File: src/design/assert_macros.svh
// ============================================================================
// assert_macros.svh
// Assertion macros shared by the cache controller RTL.
// ============================================================================
`ifndef ASSERT_MACROS_SVH
`define ASSERT_MACROS_SVH

`ifndef SYNTH
// same-cycle implication, sampled on the rising clock, off during reset
`define ASSERT_SAME(label, ante, cons) \
   label: assert property (@(posedge clock) disable iff (reset) (ante) |-> (cons)) \
      else $error("assertion failed");
// next-cycle implication
`define ASSERT_NEXT(label, ante, cons) \
   label: assert property (@(posedge clock) disable iff (reset) (ante) |=> (cons)) \
      else $error("assertion failed");
`else
`define ASSERT_SAME(label, ante, cons)
`define ASSERT_NEXT(label, ante, cons)
`endif

`endif

File: src/design/dmwb_pkg.sv
// ============================================================================
// dmwb_pkg
// Constants and types of the direct-mapped write-back cache controller.
// ============================================================================
package dmwb_pkg;

   localparam int NUM_LINES   = 128;
   localparam int BLOCK_BYTES = 32;

   // field widths: floor of log2, also for sizes that are not powers of two
   localparam int ADDR_W   = 32;
   localparam int OFFSET_W = $clog2(BLOCK_BYTES + 1) - 1;
   localparam int INDEX_W  = $clog2(NUM_LINES + 1) - 1;
   localparam int BLOCK_W  = ADDR_W - OFFSET_W;
   localparam int TAG_W    = BLOCK_W - INDEX_W;
   localparam int BYTES_W  = 6;

   localparam logic [BYTES_W-1:0] BLOCK_SIZE = BYTES_W'(BLOCK_BYTES);

   localparam logic CMD_READ  = 1'b0;
   localparam logic CMD_WRITE = 1'b1;

   typedef struct packed {
      logic              cmd;
      logic [ADDR_W-1:0] address;
   } req_type;

   typedef struct packed {
      logic [OFFSET_W-1:0] byte_offset;
      logic [BLOCK_W-1:0]  block_number;
      logic [INDEX_W-1:0]  line_index;
      logic [TAG_W-1:0]    addr_tag;
      logic                miss;
      logic                mem_read;
      logic [BYTES_W-1:0]  mem_read_bytes;
      logic                mem_write;
      logic [BYTES_W-1:0]  mem_write_bytes;
      logic                replacement;
      logic [TAG_W-1:0]    evicted_tag;
   } rsp_type;

   // one stored line: dirty flag and tag
   typedef struct packed {
      logic             dirty;
      logic [TAG_W-1:0] tag;
   } entry_type;

   typedef struct packed {
      logic               en;
      logic [INDEX_W-1:0] idx;
   } rd_req_type;

   typedef struct packed {
      logic               en;
      logic [INDEX_W-1:0] idx;
      entry_type          entry;
   } wr_req_type;

   typedef struct packed {
      logic      valid;
      entry_type entry;
   } lookup_type;

endpackage

File: src/design/dmwb_line_store.sv
// ============================================================================
// dmwb_line_store
// Line state: tag/dirty memory with registered read, valid bits in flops.
// ============================================================================
module dmwb_line_store (
   input  logic                clock,
   input  logic                reset,
   input  dmwb_pkg::rd_req_type rd,
   input  dmwb_pkg::wr_req_type wr,
   output dmwb_pkg::lookup_type rd_line
);

   dmwb_pkg::entry_type            line_mem [dmwb_pkg::NUM_LINES];
   logic [dmwb_pkg::NUM_LINES-1:0] valid_ff;
   dmwb_pkg::entry_type            rd_entry_ff;
   logic                           rd_valid_ff;

   // tag/dirty array: one write port, one registered read port
   always_ff @(posedge clock) begin
      if (wr.en) begin
         line_mem[wr.idx] <= wr.entry;
      end
      if (rd.en) begin
         rd_entry_ff <= line_mem[rd.idx];
         rd_valid_ff <= valid_ff[rd.idx];
      end
   end

   // valid bits; reset invalidates every line at once
   always_ff @(posedge clock) begin
      if (reset) begin
         valid_ff <= '0;
      end else if (wr.en) begin
         valid_ff[wr.idx] <= 1'b1;
      end
   end

   assign rd_line.valid = rd_valid_ff;
   assign rd_line.entry = rd_entry_ff;

endmodule

File: src/design/direct_mapped_writeback_cache_ctrl.sv
// ============================================================================
// direct_mapped_writeback_cache_ctrl
// Tag/dirty controller of a 128-line, 32-byte-block write-back cache.
// ============================================================================
// Usage
//   req channel: req_valid/req_ready carry one word {cmd, address}; cmd is
//   read or write. rsp channel: rsp_valid/rsp_ready carry one result word
//   per request: address split (offset, block, index, tag), hit/miss, the
//   block fetch and write-back sizes, and the evicted tag on a replacement.
//   Timing: the accept edge reads the line memory into the lookup stage;
//   the lookup stage then compares, updates the line and loads the output
//   register at the edge where it advances.
//   Throughput: one request per cycle unless stalled. The line memory has
//   one read and one write port; a request to the line being updated in
//   the same cycle takes the updated tag/dirty through a forwarding register.
//   Stall: when rsp_ready is low and the output register is full, the
//   lookup stage holds and req_ready drops; two requests can be in flight.
//   Reset: synchronous, clears pipeline valids and all line valid bits
//   at once; no clearing pass. Tags are used only for valid lines.
// ============================================================================
`include "assert_macros.svh"

module direct_mapped_writeback_cache_ctrl (
   input  logic              clock,
   input  logic              reset,
   input  logic              req_valid,
   output logic              req_ready,
   input  dmwb_pkg::req_type req_word,
   output logic              rsp_valid,
   input  logic              rsp_ready,
   output dmwb_pkg::rsp_type rsp_word
);

   // ---------------------------------------------------------------------
   // pipeline registers
   // ---------------------------------------------------------------------
   logic                s1_valid_ff, s1_valid_in;
   dmwb_pkg::req_type   s1_req_ff;
   logic                fwd_ff, fwd_in;        // lookup uses forwarded line
   dmwb_pkg::entry_type fwd_entry_ff;
   logic                rsp_valid_ff, rsp_valid_in;
   dmwb_pkg::rsp_type   rsp_word_ff, rsp_word_in;

   logic                 req_fire;
   logic                 s1_adv;
   logic [dmwb_pkg::INDEX_W-1:0] req_idx;

   dmwb_pkg::rd_req_type mem_rd;
   dmwb_pkg::wr_req_type mem_wr;
   dmwb_pkg::lookup_type mem_line;

   // lookup-stage address fields
   logic [dmwb_pkg::OFFSET_W-1:0] s1_offset;
   logic [dmwb_pkg::BLOCK_W-1:0]  s1_block;
   logic [dmwb_pkg::INDEX_W-1:0]  s1_idx;
   logic [dmwb_pkg::TAG_W-1:0]    s1_tag;

   // effective line state seen by the lookup
   logic                          line_valid;
   dmwb_pkg::entry_type           line_entry;
   logic                          hit;
   logic                          evict;

   // ---------------------------------------------------------------------
   // handshake
   // ---------------------------------------------------------------------
   assign s1_adv    = s1_valid_ff && (!rsp_valid_ff || rsp_ready);
   assign req_ready = !s1_valid_ff || s1_adv;
   assign req_fire  = req_valid && req_ready;
   assign req_idx   = req_word.address[dmwb_pkg::OFFSET_W +: dmwb_pkg::INDEX_W];

   // ---------------------------------------------------------------------
   // line store: read at accept, written when the lookup retires
   // ---------------------------------------------------------------------
   assign mem_rd.en  = req_fire;
   assign mem_rd.idx = req_idx;

   dmwb_line_store u_store (
      .clock   (clock),
      .reset   (reset),
      .rd      (mem_rd),
      .wr      (mem_wr),
      .rd_line (mem_line)
   );

   // ---------------------------------------------------------------------
   // lookup stage
   // ---------------------------------------------------------------------
   assign s1_offset = s1_req_ff.address[dmwb_pkg::OFFSET_W-1:0];
   assign s1_block  = s1_req_ff.address[dmwb_pkg::ADDR_W-1:dmwb_pkg::OFFSET_W];
   assign s1_idx    = s1_block[dmwb_pkg::INDEX_W-1:0];
   assign s1_tag    = s1_block[dmwb_pkg::BLOCK_W-1:dmwb_pkg::INDEX_W];

   // a forwarded line was written by the previous access, so it is valid
   assign line_valid = fwd_ff || mem_line.valid;
   assign line_entry = fwd_ff ? fwd_entry_ff : mem_line.entry;

   assign hit   = line_valid && (line_entry.tag == s1_tag);
   assign evict = !hit && line_valid;

   // every access leaves its line valid with its own tag; a write sets dirty, a read keeps it only on a hit
   always_comb begin
      mem_wr.en          = s1_adv;
      mem_wr.idx         = s1_idx;
      mem_wr.entry.tag   = s1_tag;
      mem_wr.entry.dirty = (s1_req_ff.cmd == dmwb_pkg::CMD_WRITE) ||
                           (hit && line_entry.dirty);
   end

   always_comb begin
      rsp_word_in.byte_offset     = s1_offset;
      rsp_word_in.block_number    = s1_block;
      rsp_word_in.line_index      = s1_idx;
      rsp_word_in.addr_tag        = s1_tag;
      rsp_word_in.miss            = !hit;
      rsp_word_in.mem_read        = !hit;
      rsp_word_in.mem_read_bytes  = hit ? '0 : dmwb_pkg::BLOCK_SIZE;
      rsp_word_in.replacement     = evict;
      rsp_word_in.mem_write       = evict && line_entry.dirty;
      rsp_word_in.mem_write_bytes = (evict && line_entry.dirty) ?
                                    dmwb_pkg::BLOCK_SIZE : '0;
      rsp_word_in.evicted_tag     = evict ? line_entry.tag : '0;
   end

   // ---------------------------------------------------------------------
   // next-state logic
   // ---------------------------------------------------------------------
   always_comb begin
      s1_valid_in  = s1_valid_ff;
      fwd_in       = fwd_ff;
      rsp_valid_in = rsp_valid_ff;
      if (s1_adv) begin
         s1_valid_in = 1'b0;
      end
      if (req_fire) begin
         s1_valid_in = 1'b1;
         // the retiring access writes this same line at this edge
         fwd_in      = s1_adv && (s1_idx == req_idx);
      end
      if (rsp_valid_ff && rsp_ready) begin
         rsp_valid_in = 1'b0;
      end
      if (s1_adv) begin
         rsp_valid_in = 1'b1;
      end
   end

   always_ff @(posedge clock) begin
      if (reset) begin
         s1_valid_ff  <= 1'b0;
         fwd_ff       <= 1'b0;
         rsp_valid_ff <= 1'b0;
      end else begin
         s1_valid_ff  <= s1_valid_in;
         fwd_ff       <= fwd_in;
         rsp_valid_ff <= rsp_valid_in;
      end
   end

   always_ff @(posedge clock) begin
      if (req_fire) begin
         s1_req_ff    <= req_word;
         fwd_entry_ff <= mem_wr.entry;
      end
      if (s1_adv) begin
         rsp_word_ff <= rsp_word_in;
      end
   end

   assign rsp_valid = rsp_valid_ff;
   assign rsp_word  = rsp_word_ff;

   // ---------------------------------------------------------------------
   // assertions
   // ---------------------------------------------------------------------
   `ASSERT_SAME(a_no_accept_on_stall, s1_valid_ff && !s1_adv, !req_fire)
   `ASSERT_NEXT(a_fwd_same_line, req_fire && s1_adv && (s1_idx == req_idx), fwd_ff)
   `ASSERT_SAME(a_wb_needs_repl, rsp_valid_ff && rsp_word_ff.mem_write, rsp_word_ff.replacement)
   `ASSERT_SAME(a_hit_quiet, rsp_valid_ff && !rsp_word_ff.miss, !rsp_word_ff.mem_read && (rsp_word_ff.evicted_tag == '0))

endmodule
File: config.mk
export PLATFORM = sky130hd
export DESIGN_NAME = direct_mapped_writeback_cache_ctrl
export DESIGN_NICKNAME = d
export VERILOG_FILES = /design/src/design/dmwb_pkg.sv /design/src/design/dmwb_line_store.sv /design/src/design/direct_mapped_writeback_cache_ctrl.sv
export VERILOG_INCLUDE_DIRS = /design/src /design/src/design
export SDC_FILE = /design/constraint.sdc
export NUM_CORES = 2
export LEC_CHECK = 0
export BUFFER_PORTS_ARGS = -buffer_cell sky130_fd_sc_hd__buf_2
export CAP_MARGIN = 20
export CORE_MARGIN = 1
export CORE_UTILIZATION = 55
export CTS_CLUSTER_DIAMETER = 80
export DETAILED_ROUTE_END_ITERATION = 8
export PLACE_DENSITY = 0.69
export SYNTH_ARGS = -nofsm -noshare
export SYNTH_HDL_FRONTEND = slang
export SYNTH_SLANG_ARGS = --single-unit
File: constraint.sdc
create_clock -name clock -period 8.63 [get_ports clock]
set_clock_uncertainty 0.05 [all_clocks]
set_input_delay 0.863 -clock clock [delete_from_list [all_inputs] [get_ports clock]]
set_output_delay 0.863 -clock clock [all_outputs]
set_load 0.02 [all_outputs]
-- Word-level counts from Yosys, hierarchy flattened
Memory sizes are Yosys's and may differ from the RTL's. A register that Yosys moved wholly into a read port is not among the register bits.
Cells that the tools add are included.
- register bits after elaboration: 280
- memory bits (writable): 2688
- bits of input ports: 37
- output and inout port bits: 97
- logic and storage cells: 57
- memories kept: 1
- magnitude comparators: 3
- equality and inequality tests: 2
- multiplexer cells: 13
- bitwise operators: 1
- reductions and logical operators: 18
- memory list (name ; depth ; width ; rd ports ; clocked after Yosys merged registers in ; write ports ; line ; source):
    u_store.line_mem ; 128 ; 21 ; 1 ; 1 ; 1 ; dmwb_line_store.sv:13 ; dmwb_pkg::entry_type line_mem [dmwb_pkg::NUM_LINES];
- operators with widths (kind ; count):
    OR 128 bit ; 1
    two-way mux 21 bit ; 1
    equality test 20 bit ; 1
    < comparator 7 x 8 -> 1 bit (second input constant) ; 2
    two-way mux 6 bit ; 2
    logical AND 1 bit ; 9
    two-way mux 1 bit ; 8
    binary-select mux 1 bit (select 7 bit) ; 1
    demux 1 bit (select 7 bit) ; 1
    equality test 7 bit ; 1
    >= comparator 7 x 1 -> 1 bit (second input constant) ; 1
    logical OR 1 bit ; 4
    nonzero test 2 bit ; 2
    zero test 1 bit ; 3

-- Depth between registers and ports, before layout
- depth in word-level cells: 7
- gate-level depth with buffers: 9
- mapped depth without buffers: 5

-- Cells and area by module
A second synthesis with hierarchy kept.
- cell total of the unflattened synthesis: 4727
- area, all modules: 112344.0 um2
- by module, submodules not included (module ; times used ; cells each ; area each (um2)):
    dmwb_line_store ; 1 ; 4470 ; 107878.5
    direct_mapped_writeback_cache_ctrl ; 1 ; 257 ; 4465.5

-- Worst setup path before layout
Ideal clock, no wire load.
- path type: reg-to-reg
- start point: register s1_req_ff (netlist bit mem_wr[19])
- end point: register fwd_entry_ff[20] (netlist name) (data pin)
- setup time: 0.531 ns
- arrival time: 4.325 ns
- data required time: 8.049 ns
- path slack: 3.724 ns
- stages on the path, launching flop included: 5
- buffers on the path: 0
- cells stage by stage: edfxtp_1 -> xor2_1 -> nand4_1 -> nor3_1 -> a31o_1
- RTL lines (item ; line ; source):
    start, declared ; direct_mapped_writeback_cache_ctrl.sv:38 ; dmwb_pkg::req_type s1_req_ff;
    start signal, assigned ; direct_mapped_writeback_cache_ctrl.sv:162 ; s1_req_ff <= req_word;
    end signal, assigned ; direct_mapped_writeback_cache_ctrl.sv:163 ; fwd_entry_ff <= mem_wr.entry;
    end, declared ; direct_mapped_writeback_cache_ctrl.sv:40 ; dmwb_pkg::entry_type fwd_entry_ff;

==> results list <==
* Result of the run: finished clean
- Core area: approximately 0.20 sq mm
* Startpoint types: flop
- Sum of routed wire length over all layers: 287 mm
- Required time worst endpoint: between 9 and 10 ns
- The via count of the first global-routing pass is roughly 53,000.
* Synthesized instance count: between 4,000 and 5,000
* Pwr dens: around 240 mW/mm^2
* Largest fanout on the critical path: 97
- Global-route usage over all layers: 0.282
* R2R Setup Slk: 4.44 ns
* Post-CTS Repair Setup Buffers: 0
* Finished layout cell area: between 0.1 and 0.15 sq mm
* Post-Synthesis Cell Area: approximately 0.11 sq mm
* Most frequent standard cell in the layout excluding fill and tap cells: edfxtp_1
* Clock-pin slew on the worst setup and hold paths: 0.07 ns
* Count of standard-cell rows: between 150 and 200
- CTS tree: yes
- Number of flip-flops and latches in the synthesized netlist: a little under 3,000
* Worst-skew pair later-pin latency: approximately 0.95 ns
- TritonCTS created between 300 and 400 clock buffers.
- Once placement finished, the instance area stood at 0.117 sq mm.
* Number of clock sinks seen by CTS: around 3,000
* Maximum clock insertion buffer count: 4
- Sequential share of the synthesized area: 0.779
* Worst Setup Slack, final: approximately 4.4 ns
- At the placement stage, the worst setup path has a slack of 3.59 ns.
- Setup violations remaining at the end of the flow were counted as 0.
* Final global-route overflow total: 0
- Number of buffers added to fix hold violations after cts: 0
* Height of the die: between 400 and 500 um
* Routed via count: approximately 53,000
- Walking the worst path, the cells encountered are buf_4 > mux2i_1 > xor2_1 > nand4_1 > nor2_2 > buf_4 > a31o_4 > buf_4.
* RSZ-0062 raised after global routing: no
* Post-layout net count: just over 5,000
- Count of cell types in the netlist: 30
- In this run the tightest slew margin relative to its limit is 0.237.
- Number of nets still failing antenna checks after routing: 0
- Yosys printed 0 warnings.
- The worst hold path belongs to the class in -> reg.
- # Max-Cap Violations: 0
- On the worst path, the slowest cell contributes a delay of roughly 0.80 ns.
- Total die area: a little over 0.2 sq mm
- Port buffer count: roughly 120
- In this run the clock root is driven by a clkbuf_16.
* Final total negative setup slack: 0 ns
- Post-layout minimum cycle time: 4.19 ns
* Count of pins over their slew limit: 0
- Antenna violations before repair: 21
* First-pass GRT wire length: 400 mm
- The library cells used most frequently in the layout, excluding fill and tap cells, are edfxtp_1, mux4_2, clkbuf_16, nor2_1, buf_4.
* Maximum number of pins on one net before global-route repair: between 100 and 150
* Least-Margin Pin Slew: 1.14 ns
- Top cell family by delay on the critical path: buffers and inverters
* Proportion of layout cells with a drive suffix above 1: 0.347
* Most frequent cell on the critical path: buf_4
- At the end of routability-driven placement, the weighted congestion stood at slightly above 0.8.
- Pleak: 39.5 nW
- Top-level I/O count: roughly 130
- DR vias/cell: 6.67
* Nature of the critical path endpoint: flop
- Initial core utilization: 0.554
* Hold violation count in the final report: 0
- Post-DR wirelength/cell: ~36 um
* Post-route fraction of the period consumed by the critical path: 0.486
* Bufs and invs on worst path: 3
* Worst VDD drop: roughly 0.13 mV
- In the routed design, unresolved DRC markers number 0.
* Number of cells upsized or downsized after cts: 0
- Area delta synth->final: 13.0%
* H-tree lvl count: 5
- Max Clock Freq: between 0.2 and 0.25 GHz
* Arrival time at the worst endpoint: roughly 4.7 ns
* Average cell area after synthesis: approximately 24 sq um
- Die X: ~450 um
- The critical path is of the reg -> reg type.
- The wire-length estimate of the detail-placed layout is roughly 150 mm.
- Before antenna repair, the detailed router went through 5 iterations.
- DR iter-0 viols: about 7,900
* Master of the slowest instance on the critical path: buf_4
- Counting the fill cells in the layout gives roughly 13,000.
flip-flops by register name, summed over array words and instances, names as in the netlist:
name / cells
u_store.line_mem: 2688
u_store.valid_ff: 128
rsp_word: 55
mem_wr: 27
fwd_entry_ff: 21
u_store.rd_line: 21
rsp_word_in: 5
fwd_ff: 1
rsp_valid: 1
s1_req_ff: 1
s1_valid_ff: 1
u_store.rd_valid_ff: 1
per-stage QoR:
stage	total power, W	hold slack (ns)	instances	utilization
floorplan	0.0170	0.350	4708	-
global placement	0.0175	0.353	7426	0.578
detailed placement	0.0176	0.356	7427	0.578
CTS	0.0303	0.0156	7951	0.625
global route	0.0308	0.0404	7954	0.626
finish	0.0301	0.0672	7960	0.626
where the power goes:
group | switching [W] | total, W | internal (W) | leakage (nW)
clock network | 0.00526 | 0.0128 | 0.00758 | 4.71
logic | 0.000924 | 0.00146 | 0.000540 | 8.36
registers | 0.0000496 | 0.0158 | 0.0158 | 26.5
layout make-up:
cell class	count	area, sq um	area share
sequential	2950	87300	0.690
multi-input combinational	1467	23800	0.188
clock buffer	373	8080	0.0639
tap	2672	3340	0.0264
timing repair buffer	338	2490	0.0197
clock inverter	151	1540	0.0122
antenna	7	17.5	0.000138
inverter	2	7.51	0.0000593
cell families after synthesis:
group           synth area share
simple gates              0.0155
buf+inv                   0.0118
flops                      0.779
other cells            0.0000335
xor+xnor                 0.00211
compound gates           0.00166
mux                        0.190
final timing paths:
path	start	cells past startpoint	endpoint
setup reg to reg	fwd_ff$_SDFFE_PP0P_	8	u_store.line_mem[122][20]$_DFFE_PP_
setup / recovery	fwd_ff$_SDFFE_PP0P_	8	u_store.line_mem[122][20]$_DFFE_PP_
hold reg to reg	rsp_word_in[93]$_DFFE_PP_	0	rsp_word[93]$_DFFE_PP_
hold / removal	req_word[20]	1	mem_wr[8]$_DFFE_PP_
metal layers:
layer	GRT usage	up-vias	part of all wire
li1	-	20600	-
met1	0.399	28700	0.38
met2	0.434	3308	0.48
met3	0.0647	508	0.11
met4	0.107	8	0.038
met5	0	-	0.00020
synthesized netlist by cell type:
cell type	count	area, sq um
a211oi_1	20	150
xnor2_1	6	52.6
nand3_1	6	30.0
buf_4	41	308
nand2b_1	1	6.26
or2_2	1	6.26
conb_1	1	3.75
a21boi_1	1	7.51
dfxtp_1	131	2620
mux2i_1	21	210
and2_1	3	18.8
xor2_1	21	184
buf_2	52	260
nor3_1	2	10.0
o21ai_0	1	5.00
mux2_2	22	248
mux4_2	924	20800
a31o_1	1	8.76
nand3b_1	1	7.51
buf_1	25	93.8
nor2b_1	6	37.5
inv_1	2	7.51
clkbuf_1	170	638
nor2_1	390	1460
buf_6	1	11.3
nand4b_1	4	35.0
edfxtp_1	2819	84700
a21oi_1	3	15.0
nand4_1	12	75.1
nand2_1	11	41.3
Note: power is estimated with default switching activity, not from simulation.
